--- config.mk ---
export PLATFORM = sky130hd
export DESIGN_NAME = float32_square_root
export DESIGN_NICKNAME = d
export VERILOG_FILES = /design/src/rtl/fsqrt_pkg.sv /design/src/rtl/fsqrt_recur.sv /design/src/rtl/float32_square_root.sv
export VERILOG_INCLUDE_DIRS = /design/src /design/src/rtl
export SDC_FILE = /design/constraint.sdc
export NUM_CORES = 1
export LEC_CHECK = 0
export BUFFER_PORTS_ARGS = -buffer_cell sky130_fd_sc_hd__buf_4
export CORE_ASPECT_RATIO = 1.5
export CORE_UTILIZATION = 45
export DETAILED_ROUTE_END_ITERATION = 10
export PLACE_DENSITY_LB_ADDON = 0.2
export SLEW_MARGIN = 20
export SYNTH_ARGS = -nofsm -noshare
export SYNTH_HDL_FRONTEND = slang
export SYNTH_SLANG_ARGS = --single-unit
--- constraint.sdc ---
create_clock -name clk_i -period 8.3 [get_ports clk_i]
set_input_delay 1.245 -clock clk_i [delete_from_list [all_inputs] [get_ports clk_i]]
set_output_delay 1.245 -clock clk_i [all_outputs]
set_load 0.005 [all_outputs]
--- src/rtl/float32_square_root_defines.svh ---
// Assertion macros for the square root RTL.
`ifndef FLOAT32_SQUARE_ROOT_DEFINES_SVH
`define FLOAT32_SQUARE_ROOT_DEFINES_SVH
// Implication checked on every clock edge outside reset.
`define FSQ_ASSERT_IMP(label, clk, rst_n, ante, cons) \
  label: assert property (@(posedge clk) disable iff (!rst_n) (ante) |-> (cons)) \
    else $error("assertion failed");
// Implication whose consequence is checked in the next cycle.
`define FSQ_ASSERT_NEXT(label, clk, rst_n, ante, cons) \
  label: assert property (@(posedge clk) disable iff (!rst_n) (ante) |=> (cons)) \
    else $error("assertion failed");
`endif

--- src/rtl/fsqrt_pkg.sv ---
// Package with the types and constants of the square root block.
package fsqrt_pkg;
  localparam int unsigned RootSteps = 25;
  localparam logic [31:0] CanonNan  = 32'h7fc0_0000;
  localparam logic [31:0] QuietBit  = 32'h0040_0000;
  localparam logic [31:0] HalfBias  = 32'h3f00_0000;

  typedef enum logic [2:0] {
    StIdle,
    StNorm,
    StRoot,
    StPack,
    StDone
  } fsqrt_state_e;

  // Control handed from the sequencer to the recurrence unit.
  typedef struct packed {
    logic load;
    logic step;
  } fsqrt_ctrl_t;
endpackage

--- src/rtl/fsqrt_recur.sv ---
// Restoring bit-by-bit square root recurrence, one result bit per cycle while step is asserted.
module fsqrt_recur
  import fsqrt_pkg::*;
(
  input  logic        clk_i,
  input  fsqrt_ctrl_t ctrl_i,
  input  logic [26:0] mant_i,
  output logic [24:0] quot_o,
  output logic        sticky_o
);
  logic [26:0] rem_q, rem_d;
  logic [26:0] s_q, s_d;
  logic [24:0] q_q, q_d;
  logic [24:0] r_q, r_d;
  logic [26:0] t;

  // Load, or one recurrence step: trial subtract and shift.
  always_comb begin
    t     = s_q + {2'b00, r_q};
    rem_d = rem_q;
    s_d   = s_q;
    q_d   = q_q;
    r_d   = r_q;
    if (ctrl_i.load) begin
      rem_d = mant_i;
      s_d   = '0;
      q_d   = '0;
      r_d   = 25'h100_0000;
    end else if (ctrl_i.step) begin
      if (t <= rem_q) begin
        s_d   = t + {2'b00, r_q};
        rem_d = rem_q - t;
        q_d   = q_q | r_q;
      end
      rem_d = {rem_d[25:0], 1'b0};
      r_d   = {1'b0, r_q[24:1]};
    end
  end

  always_ff @(posedge clk_i) begin
    rem_q <= rem_d;
    s_q   <= s_d;
    q_q   <= q_d;
    r_q   <= r_d;
  end

  assign quot_o   = q_q;
  assign sticky_o = |rem_q;
endmodule

--- src/rtl/float32_square_root.sv ---
// Top level of the binary32 square root with its sequencer.
// An accepted operand passes the normalise, recurrence, pack and done states; special cases go straight to done.
// Normalising a subnormal shifts one bit per cycle until the leading one reaches the top bit.
// The recurrence retires one root bit per cycle, 25 root bits in all.
// Throughput: one transaction at a time; a new one is taken once the result is taken.
// Reset clears the sequencer and the output valid flag asynchronously.
`include "float32_square_root_defines.svh"
module float32_square_root
  import fsqrt_pkg::*;
(
  input  logic        clk_i,
  input  logic        rst_ni,
  input  logic        operand_bits_valid_i,
  output logic        operand_bits_ready_o,
  input  logic [31:0] operand_bits_i,
  output logic        root_bits_valid_o,
  input  logic        root_bits_ready_i,
  output logic [31:0] root_bits_o
);
  fsqrt_state_e state_q, state_d;
  logic [23:0]  mant_q, mant_d;
  logic [9:0]   eb_q, eb_d;
  logic [4:0]   cnt_q, cnt_d;
  logic [31:0]  res_q, res_d;
  logic         vld_q, vld_d;
  fsqrt_ctrl_t  ctrl;
  logic [24:0]  quot;
  logic         sticky;
  logic [26:0]  rmant;
  logic [24:0]  qr;
  logic [7:0]   expf;
  logic [22:0]  frac;
  logic [9:0]   half;

  assign expf  = operand_bits_i[30:23];
  assign frac  = operand_bits_i[22:0];
  // Operand doubled once, twice when the biased exponent is odd.
  assign rmant = eb_q[0] ? {1'b0, mant_q, 2'b00} : {2'b00, mant_q, 1'b0};

  fsqrt_recur u_recur (
    .clk_i   (clk_i),
    .ctrl_i  (ctrl),
    .mant_i  (rmant),
    .quot_o  (quot),
    .sticky_o(sticky)
  );

  always_ff @(posedge clk_i or negedge rst_ni) begin
    if (!rst_ni) begin
      state_q <= StIdle;
      vld_q   <= 1'b0;
    end else begin
      state_q <= state_d;
      vld_q   <= vld_d;
    end
  end

  always_ff @(posedge clk_i) begin
    mant_q <= mant_d;
    eb_q   <= eb_d;
    cnt_q  <= cnt_d;
    res_q  <= res_d;
  end

  // Sequencer: decode, normalise, recur, round and pack.
  always_comb begin
    state_d = state_q;
    mant_d  = mant_q;
    eb_d    = eb_q;
    cnt_d   = cnt_q;
    res_d   = res_q;
    vld_d   = vld_q;
    ctrl    = '0;
    qr      = '0;
    half    = '0;
    operand_bits_ready_o = 1'b0;
    case (state_q)
      StIdle: begin
        operand_bits_ready_o = 1'b1;
        if (operand_bits_valid_i) begin
          mant_d = {1'b0, frac};
          // A subnormal starts from an exponent field of one.
          eb_d   = 10'd130;
          if (expf == 8'hff) begin
            if (frac != '0) res_d = operand_bits_i | QuietBit;
            else res_d = operand_bits_i[31] ? CanonNan : operand_bits_i;
            state_d = StDone;
          end else if (operand_bits_i[30:0] == '0) begin
            res_d   = operand_bits_i;
            state_d = StDone;
          end else if (operand_bits_i[31]) begin
            res_d   = CanonNan;
            state_d = StDone;
          end else if (expf == '0) begin
            state_d = StNorm;
          end else begin
            mant_d  = {1'b1, frac};
            eb_d    = {2'b00, expf} + 10'd129;
            state_d = StNorm;
          end
        end
      end
      StNorm: begin
        if (mant_q[23]) begin
          ctrl.load = 1'b1;
          cnt_d     = 5'(RootSteps - 1);
          state_d   = StRoot;
        end else begin
          mant_d = {mant_q[22:0], 1'b0};
          eb_d   = eb_q - 10'd1;
        end
      end
      StRoot: begin
        ctrl.step = 1'b1;
        cnt_d     = cnt_q - 5'd1;
        if (cnt_q == '0) state_d = StPack;
      end
      StPack: begin
        qr      = quot + {24'd0, sticky & quot[0]};
        half    = {1'b0, eb_q[9:1]} - 10'd128;
        res_d   = {8'd0, qr[24:1]} + HalfBias + {half[8:0], 23'd0};
        state_d = StDone;
      end
      StDone: begin
        vld_d = 1'b1;
        if (vld_q && root_bits_ready_i) begin
          vld_d   = 1'b0;
          state_d = StIdle;
        end
      end
      default: state_d = StIdle;
    endcase
  end

  assign root_bits_valid_o = vld_q;
  assign root_bits_o       = res_q;

  `FSQ_ASSERT_IMP(a_valid_only_done, clk_i, rst_ni, vld_q, state_q == StDone)
  `FSQ_ASSERT_IMP(a_ready_only_idle, clk_i, rst_ni, operand_bits_ready_o, !vld_q)
  `FSQ_ASSERT_NEXT(a_root_to_pack, clk_i, rst_ni, state_q == StRoot && cnt_q == '0, state_q == StPack)
endmodule

==> flow_summary.ini, run 1 <==
[cts]
cts_buffers = 17
cts_max_level = 4
clk_pin_slew_ps = 80
cts_sinks = 178
cts_hold_buf = 0
cts_tree = done
cts_resized = 0
clock_latency_ps = 460
clock_tree.root_cell = clkbuf_16
cts_setup_buffers = 0
clock_path_buffers = 2

[global_routing]
grt_pass1_wl_um = 58600
grt_pass1_vias = 10800
grt_usage = 0.271
grt_max_degree = 85
overflow = 0
grt_antenna_before_repair = 0

[yosys]
synth_top_flop_cell = edfxtp_1
synth.distinct_cells = 71
ys_seq_area_frac = 0.364
syn_inst = 1512
async_flop_share = 0.0225
syn-cell-area_um2 = 12500
synth_top_area_frac = 0.233
synth_top_area_cell = edfxtp_1
synth_nets = 1659
synth.avg_cell_area_um2 = 8.27
synth-edff-count = 97
synthTopCellsByArea = edfxtp_1, dfxtp_1, ha_1, nand2_1, a21oi_1
ys_warn_count = 0
ys_seq_elements = 178

[detailed_routing]
dr_total_vias = 11200
wl_um = 37900
wl_per_cell_um = 19.9
routed_via_density = 5.85
drc = 0
postRouteAntennaNets = 0
first_iter_violations = 684
drtPass1Iterations = 5

[placed_design]
dp_hpwl_um = 29000
placed_area_um2 = 13300
portBuffers = 69
place_congestion = 1.00

[timing]
finalHoldViolCount = 0
slew_headroom = 0.364
slew_violations = 0
worst_pin_slew_ps = 951
rsz0062_at_grt = no
post-route-min-period_ps = 6070
final.setup.tns_ps = 0
hold_slack_ps = 459
fin_crit_sh = 0.732
skew_ps = 13.6
finalSetupViolCount = 0
clock.fmax_mhz = 165

[pwr]
power_density_nw_per_um2 = 318
peakVddDrop_mv = 0.214
fin_total_pwr_uw = 4440
p_leak_uw = 0.00584

[floorplan]
core_area_um2 = 27300
die_h_um = 206
num_rows = 74
num_io_pins = 70
start_util = 0.458
die_area_um2 = 28500
die_w_um = 138

[final_layout]
fin_area_um2 = 14000
layout_commonest_cell = nand2_1
drive_above_1_share = 0.0857
area_delta_synth_final_pct = 11.7
nNetsFinal = 1698
mostFrequentLayoutCells = nand2_1, a21oi_1, nor2_1
fin_util = 0.512
diodes = 0

[setup_path]
path_cells = ha_1, fa_1, a21o_1, a211oi_1, nor2b_1, o211ai_1, nand3_1, or2_2, a21o_1, a21oi_1, o21bai_1, xor2_1, ha_1, nand4_1, nor4_1, a22oi_1, o21ai_4, buf_4, and2_1, buf_4, nor2_1, a211oi_1
cp-end-kind = flip-flop
cp_data_required_time_ps = 8680
critical_path_class = flip-flop to flip-flop
critPathSlowestCell = and2_1
critPathBufInv = 2
critical_path_arrival_ps = 6450
max_stage_delay_ps = 740
crit_path_start_kind = flip-flop
cp_top_family = simple AND/OR/NAND/NOR gates
critPathMaxFanout = 51

[status]
status = finished, final reports clean

[job]
cap_violations = 0

[hold_path]
hp-class = flip-flop to flip-flop
cell type report:
| type | instances | area (um2) |
|---|---|---|
| fill | 2595 | 13300 |
| multi-input combinational | 1193 | 7450 |
| sequential | 178 | 4550 |
| timing repair buffer | 84 | 631 |
| tap | 342 | 428 |
| clock buffer | 17 | 425 |
| inverter | 77 | 289 |
| clock inverter | 15 | 196 |
flip-flops by register name, indices dropped and copies added (netlist names), 3 cells and up:
signal          flops
cnt_q               5
u_recur.s_q        27
state_q             3
u_recur.r_q        25
eb_q               10
mant_q             24
root_bits_o        32
u_recur.rem_q      26
u_recur.quot_o     25
cells in the mapped netlist, types with 4 or more instances:
library cell and number:
nand2_1 244, a21oi_1 160, nor2_1 128, ha_1 108
o21ai_0 108, edfxtp_1 97, dfxtp_1 77, inv_1 77
xnor2_1 62, clkbuf_1 57, xor2_1 45, a21o_1 37
nand3_1 29, a211oi_1 26, nor3_1 25, nor4_1 19
nor2b_1 17, o21bai_1 15, o21a_1 14, mux2i_1 11
o21ai_1 11, and3_1 10, nand4_1 10, o22ai_1 9
or3_1 9, and2_1 6, o211ai_1 6, a22oi_1 5
a31oi_1 5, nand2b_1 5, o31ai_1 5, or2_2 5
buf_2 4, dfrtp_1 4
report_power, final:
| group | total (uW) | internal, uW | switching [uW] |
|---|---|---|---|
| sequential | 1490 | 1260 | 221 |
| combinational | 2110 | 813 | 1300 |
| clock | 847 | 416 | 431 |
worst register-to-register path: stages, from the launching register on:
cell and delay, ps:
dfxtp_1 360, ha_1 260, fa_1 410, a21o_1 210, a211oi_1 220, nor2b_1 100, o211ai_1 190, nand3_1 200
or2_2 320, a21o_1 200, a21oi_1 140, o21bai_1 110, xor2_1 180, ha_1 420, nand4_1 150, nor4_1 330
a22oi_1 170, o21ai_4 90, buf_4 440, and2_1 770, buf_4 440, nor2_1 100, a211oi_1 190
metal layers:
metal  vias to the layer above  wire length, um  share of wire  global-route usage
met4                         0             2470          0.065               0.185
met2                       335            19200           0.51               0.500
met5                         -                0              0                   0
met1                      5277            14700           0.39               0.290
met3                       105             1520          0.040              0.0354
li1                       5437                -              -                   -
logic make-up (layout without fill, tap and decap cells):
group | Yosys count | in the layout | share of synthesized area
XOR/XNOR | 107 | 107 | 0.0749
buffers and inverters | 141 | 193 | 0.0427
adder cells (fa/ha/maj) | 111 | 111 | 0.113
AND/OR/NAND/NOR | 526 | 526 | 0.186
flip-flops | 178 | 178 | 0.364
multiplexers | 11 | 11 | 0.00880
AO/OA/AOI/OAI | 438 | 438 | 0.211
stage by stage:
step / setup slack, ps / std cells
final: 2230 / 1906
after global placement: 2390 / 1874
after floorplan: 3410 / 1512
after detailed placement: 2280 / 1874
after CTS: 2270 / 1906
after global routing: 1720 / 1906
worst paths after layout:
| path | from | endpoint | slack, ps | depth (start not counted) |
|---|---|---|---|---|
| max | u_recur.r_q[0]$_SDFFE_PP0P_ | u_recur.s_q[2]$_SDFFE_PP0P_ | 2230 | 22 |
| min | u_recur.s_q[13]$_SDFFE_PP0P_ | u_recur.s_q[13]$_SDFFE_PP0P_ | 460 | 2 |
| min reg2reg | u_recur.s_q[13]$_SDFFE_PP0P_ | u_recur.s_q[13]$_SDFFE_PP0P_ | 460 | 2 |
| max reg2reg | u_recur.r_q[0]$_SDFFE_PP0P_ | u_recur.s_q[2]$_SDFFE_PP0P_ | 2230 | 22 |
| max in group asynchronous | rst_ni | root_bits_valid_o$_DFFE_PN0N_ | 7640 | 1 |
| min in group asynchronous | rst_ni | state_q[2]$_DFFE_PN0P_ | 560 | 1 |
No activity file was read; power rests on OpenSTA's default activity.
==> run 2, diff against run 1 <==
- clock period: 8.3 -> 5.3 ns (I/O delays scaled with it)
==> flow_summary.ini, run 2 (synthesis results as in run 1) <==
[setup_path]
reg2reg_slack_ps = 240
critical_path_arrival_ps = 5400
max_stage_delay_ps = 390
critPathMaxFanout = 4
cp-end-kind = flip-flop
crit_path_start_kind = flip-flop
cp_data_required_time_ps = 5640
path_cells = ha_2, fa_2, a21o_1, a211oi_2, nor2b_1, o211ai_1, nand3_2, or2_2, a21o_1, a21oi_2, o21bai_2, xor2_2, buf_4, ha_4, a211oi_4, a21oi_1, a41o_1, a21oi_2, a21boi_1, a221o_1, a41oi_2, mux2i_1, nand2_1, mux2i_1
critPathSlowestCell = a221o_1
critical_path_class = flip-flop to flip-flop
reg2reg_depth = 24

[detailed_routing]
first_iter_violations = 752
postRouteAntennaNets = 0
routed_via_density = 5.81
wl_per_cell_um = 19.9
drtPass1Iterations = 5
drc = 0
dr_total_vias = 11200
wl_um = 38400

[placed_design]
pre_cts_ws_ps = -39.4
portBuffers = 69
place_congestion = 0.947
placed_area_um2 = 13500
dp_hpwl_um = 29300
numPlacedInstances = 1890

[job]
cap_violations = 0

[final_layout]
drive_above_1_share = 0.113
fin_cells = 1928
layout_commonest_cell = nand2_1
area_delta_synth_final_pct = 14.9
largest_reg_flops = 32
nNetsFinal = 1720
mostFrequentLayoutCells = nand2_1, a21oi_1, nor2_1
diodes = 0
fin_area_um2 = 14400
nFillCells = 2558

[status]
status = finished, final reports clean

[pwr]
p_leak_uw = 0.00601
peakVddDrop_mv = 0.287
fin_total_pwr_uw = 7190
power_density_nw_per_um2 = 501

[global_routing]
grt_pass1_wl_um = 58900
grt_antenna_before_repair = 0
grt_usage = 0.271
overflow = 0
grt_max_degree = 66
grt_pass1_vias = 10800

[cts]
clk_pin_slew_ps = 80
cts_buffers = 17
cts_max_level = 4
cts_tree = done
cts_sinks = 178
clock_tree.root_cell = clkbuf_16
clock_latency_ps = 460
clock_path_buffers = 2

[floorplan]
num_rows = 74
die_h_um = 206
die_w_um = 138
start_util = 0.458
num_io_pins = 70
core_area_um2 = 27300
die_area_um2 = 28500

[timing]
slew_violations = 0
finalSetupViolCount = 0
slew_headroom = 0.348
rsz0062_at_grt = no
fin_ws_ps = 239
skew_ps = 11.4
finalHoldViolCount = 0
post-route-min-period_ps = 5060
clock.fmax_mhz = 198
fin_crit_sh = 0.955
worst_pin_slew_ps = 976

[hold_path]
hp-class = input port to asynchronous set/reset pin
-- run 2: cell types whose count changed in the layout (fill, tap and decap cells not counted), moves of 3 or more --
cell	previous run	this run
ha_4	0	3
a21oi_1	160	157
buf_12	0	3
buf_4	84	102
clkinv_8	5	1
clkbuf_16	17	20
a21oi_2	2	5
ha_1	108	104
-- run 2: repair_timing --
item	4_1_cts	5_1_grt
pin swaps	0	9
buffers inserted	0	5
resized for setup	2	29
endpoints found under the setup margin	1	78
cloned	0	1
hold buffers	0	0
-- run 2: cell type report --
| cell class | count | area, um2 | share of cell area |
|---|---|---|---|
| clock buffer | 20 | 489 | 0.0340 |
| sequential | 178 | 4550 | 0.317 |
| multi-input combinational | 1193 | 7610 | 0.530 |
| inverter | 77 | 289 | 0.0201 |
| timing repair buffer | 106 | 851 | 0.0592 |
| tap | 342 | 428 | 0.0298 |
| clock inverter | 12 | 149 | 0.0104 |
-- run 2: critical path, delay by kind of cell, from the launching register on --
kind / cells / cell delay, ps
compound gates: 13 / 2590
xor+xnor: 1 / 200
fa+ha+maj: 3 / 720
buf+inv: 1 / 170
flops: 1 / 330
mux: 2 / 320
simple gates: 4 / 610
-- run 2: layer usage --
metal | track usage | share of wire | vias to the layer above
met1 | 0.294 | 0.39 | 5367
met5 | 0 | 0 | -
li1 | - | - | 5472
met3 | 0.0310 | 0.039 | 81
met2 | 0.511 | 0.52 | 289
met4 | 0.151 | 0.049 | 0
-- run 2: metrics by stage --
step                utilization  setup TNS [ps]  hold slack [ps]
floorplan                     -               0              436
global placement          0.494               0              450
detailed placement        0.494           -39.4              454
CTS                       0.518               0              103
global route              0.526               0              113
finish                    0.526               0              117
-- run 2: power breakdown --
part | internal (uW) | leakage, uW | switching [uW]
registers | 1980 | 0.00155 | 352
logic | 1370 | 0.00414 | 2120
clock network | 744 | 0.000314 | 631
-- run 2: path summary, 6_finish.rpt --
check / start / to
worst max-delay path: u_recur.s_q[0]$_SDFFE_PP0P_ / u_recur.s_q[25]$_SDFFE_PP0P_
worst min-delay path: rst_ni / root_bits_valid_o$_DFFE_PN0N_
worst max register to register: u_recur.s_q[0]$_SDFFE_PP0P_ / u_recur.s_q[25]$_SDFFE_PP0P_
worst min register to register: u_recur.s_q[11]$_SDFFE_PP0P_ / u_recur.s_q[11]$_SDFFE_PP0P_
max in group asynchronous: rst_ni / state_q[2]$_DFFE_PN0P_
min in group clk_i: u_recur.s_q[11]$_SDFFE_PP0P_ / u_recur.s_q[11]$_SDFFE_PP0P_
==> run 3, diff against run 2 <==
--- a/config.mk
+++ b/config.mk
@@ -9,3 +9,3 @@
 export BUFFER_PORTS_ARGS = -buffer_cell sky130_fd_sc_hd__buf_4
-export CORE_ASPECT_RATIO = 1.5
+export CORE_ASPECT_RATIO = 0.5
 export CORE_UTILIZATION = 45
==> constraint.sdc (replaced) <==
create_clock -name clk_i -period 5.3 [get_ports clk_i]
set_input_delay 0.53 -clock clk_i [delete_from_list [all_inputs] [get_ports clk_i]]
set_output_delay 0.53 -clock clk_i [all_outputs]
set_load 0.005 [all_outputs]
==> flow_summary.ini, run 3 (synthesis results as in run 1) <==
[cts]
clk_pin_slew_ps = 70
cts_sinks = 178
cts_buffers = 17
clock_latency_ps = 450
clock_path_buffers = 2
cts_max_level = 4
cts_tree = done
clock_tree.root_cell = clkbuf_16

[setup_path]
crit_path_start_kind = flip-flop
cp_data_required_time_ps = 5630
cp-end-kind = flip-flop
critPathMaxFanout = 3
reg2reg_slack_ps = 220
critical_path_arrival_ps = 5410
critical_path_class = flip-flop to flip-flop

[pwr]
peakVddDrop_mv = 0.296
power_density_nw_per_um2 = 502
p_leak_uw = 0.00597

[timing]
finalSetupViolCount = 0
skew_ps = 16.9
slew_headroom = 0.443
finalHoldViolCount = 0
worst_pin_slew_ps = 834
post-route-min-period_ps = 5080
slew_violations = 0
hold_slack_ps = 352
fin_crit_sh = 0.959
clock.fmax_mhz = 197
fin_ws_ps = 220

[detailed_routing]
drtPass1Iterations = 6
wl_um = 37100
drc = 0
routed_via_density = 5.72
dr_total_vias = 11200
first_iter_violations = 1231
wl_per_cell_um = 18.9
postRouteAntennaNets = 0

[final_layout]
drive_above_1_share = 0.110
nNetsFinal = 1718
layout_commonest_cell = nand2_1
fin_util = 0.533
nFillCells = 2472
largest_reg_flops = 32
area_delta_synth_final_pct = 14.4
mostFrequentLayoutCells = nand2_1, a21oi_1, nor2_1
diodes = 0

[placed_design]
portBuffers = 69
pre_cts_ws_ps = -29.3
place_congestion = 0.932
dp_hpwl_um = 28000

[global_routing]
grt_pass1_wl_um = 56800
overflow = 0
grt_pass1_vias = 10200
grt_antenna_before_repair = 0
grt_usage = 0.260
grt_max_degree = 57

[floorplan]
start_util = 0.466
num_rows = 42
die_area_um2 = 28500
die_h_um = 120
num_io_pins = 70
die_w_um = 238
core_area_um2 = 26900

[job]
cap_violations = 0

[status]
status = finished, final reports clean

[hold_path]
hp-class = input port to flip-flop
-- run 3: cell types whose count changed in the layout (fill, tap and decap cells not counted), moves of 2 or more --
cell / delta
buf_4: -4
a211oi_2: +3
a211oi_1: -2
ha_4: -2
o21ai_1: +2
-- run 3: metrics by stage --
step	TNS, ps	total power, uW	instance area (um2)	instances
after global placement	0	5660	13500	1917
after global routing	-62.1	7650	14300	1958
after detailed placement	-29.3	5690	13500	1917
final	0	7190	14300	1958
after CTS	0	6980	14100	1950
after floorplan	0	4680	12500	1512
-- run 3: power by group --
group | switching [uW] | leakage, uW | total, uW | internal, uW
clock | 606 | 0.000282 | 1260 | 659
sequential | 351 | 0.00155 | 2330 | 1980
combinational | 2190 | 0.00413 | 3590 | 1400
-- run 3: worst paths after layout --
path / start / end / cells past startpoint
setup reg to reg: u_recur.r_q[0]$_SDFFE_PP0P_ / u_recur.s_q[25]$_SDFFE_PP0P_ / 23
max in group asynchronous: rst_ni / state_q[2]$_DFFE_PN0P_ / 2
hold reg to reg: u_recur.s_q[10]$_SDFFE_PP0P_ / u_recur.s_q[10]$_SDFFE_PP0P_ / 2
min in group asynchronous: rst_ni / root_bits_valid_o$_DFFE_PN0N_ / 2
hold / removal: root_bits_ready_i / root_bits_valid_o$_DFFE_PN0N_ / 3
setup / recovery: u_recur.r_q[0]$_SDFFE_PP0P_ / u_recur.s_q[25]$_SDFFE_PP0P_ / 23
-- run 3: final cells by class --
class	count	area [um2]	area share
repair buffers	104	842	0.0588
flip-flops and latches	178	4550	0.318
multi-input cells	1193	7580	0.530
well taps	374	468	0.0327
inverters	77	289	0.0202
clock buffers	20	468	0.0327
clock inverters	12	111	0.00778
-- run 3: timing repair --
item	in CTS	in global routing
hold endpoints to repair	4	0
pin swaps	0	13
buffers inserted	0	6
hold buffers	1	0
setup endpoints to repair	2	77
gates cloned	0	2
resized for setup	2	30
-- run 3: routing by layer --
metal | GRT usage | share of wire | routed length [um] | vias up
met1 | 0.399 | 0.50 | 18600 | 5238
met4 | 0.0597 | 0.011 | 392 | 0
li1 | - | - | - | 5463
met3 | 0.0545 | 0.087 | 3220 | 27
met5 | 0 | 0 | 0 | -
met2 | 0.367 | 0.40 | 14900 | 464
-- run 3: critical path: stages (launching register included) --
cell and delay, ps:
dfxtp_1 320, ha_1 230, fa_2 360, a21o_1 210, a211oi_2 220, nor2b_1 100
o211ai_1 190, nand3_1 120, or2_2 280, a21o_1 220, a21oi_2 160, o21bai_2 110
xor2_2 280, ha_2 350, o21ai_2 190, a21oi_1 100, a41o_1 200, a21oi_1 190
a21boi_1 130, a221o_1 390, a41oi_2 210, mux2i_1 220, nand2_1 80, mux2i_1 120
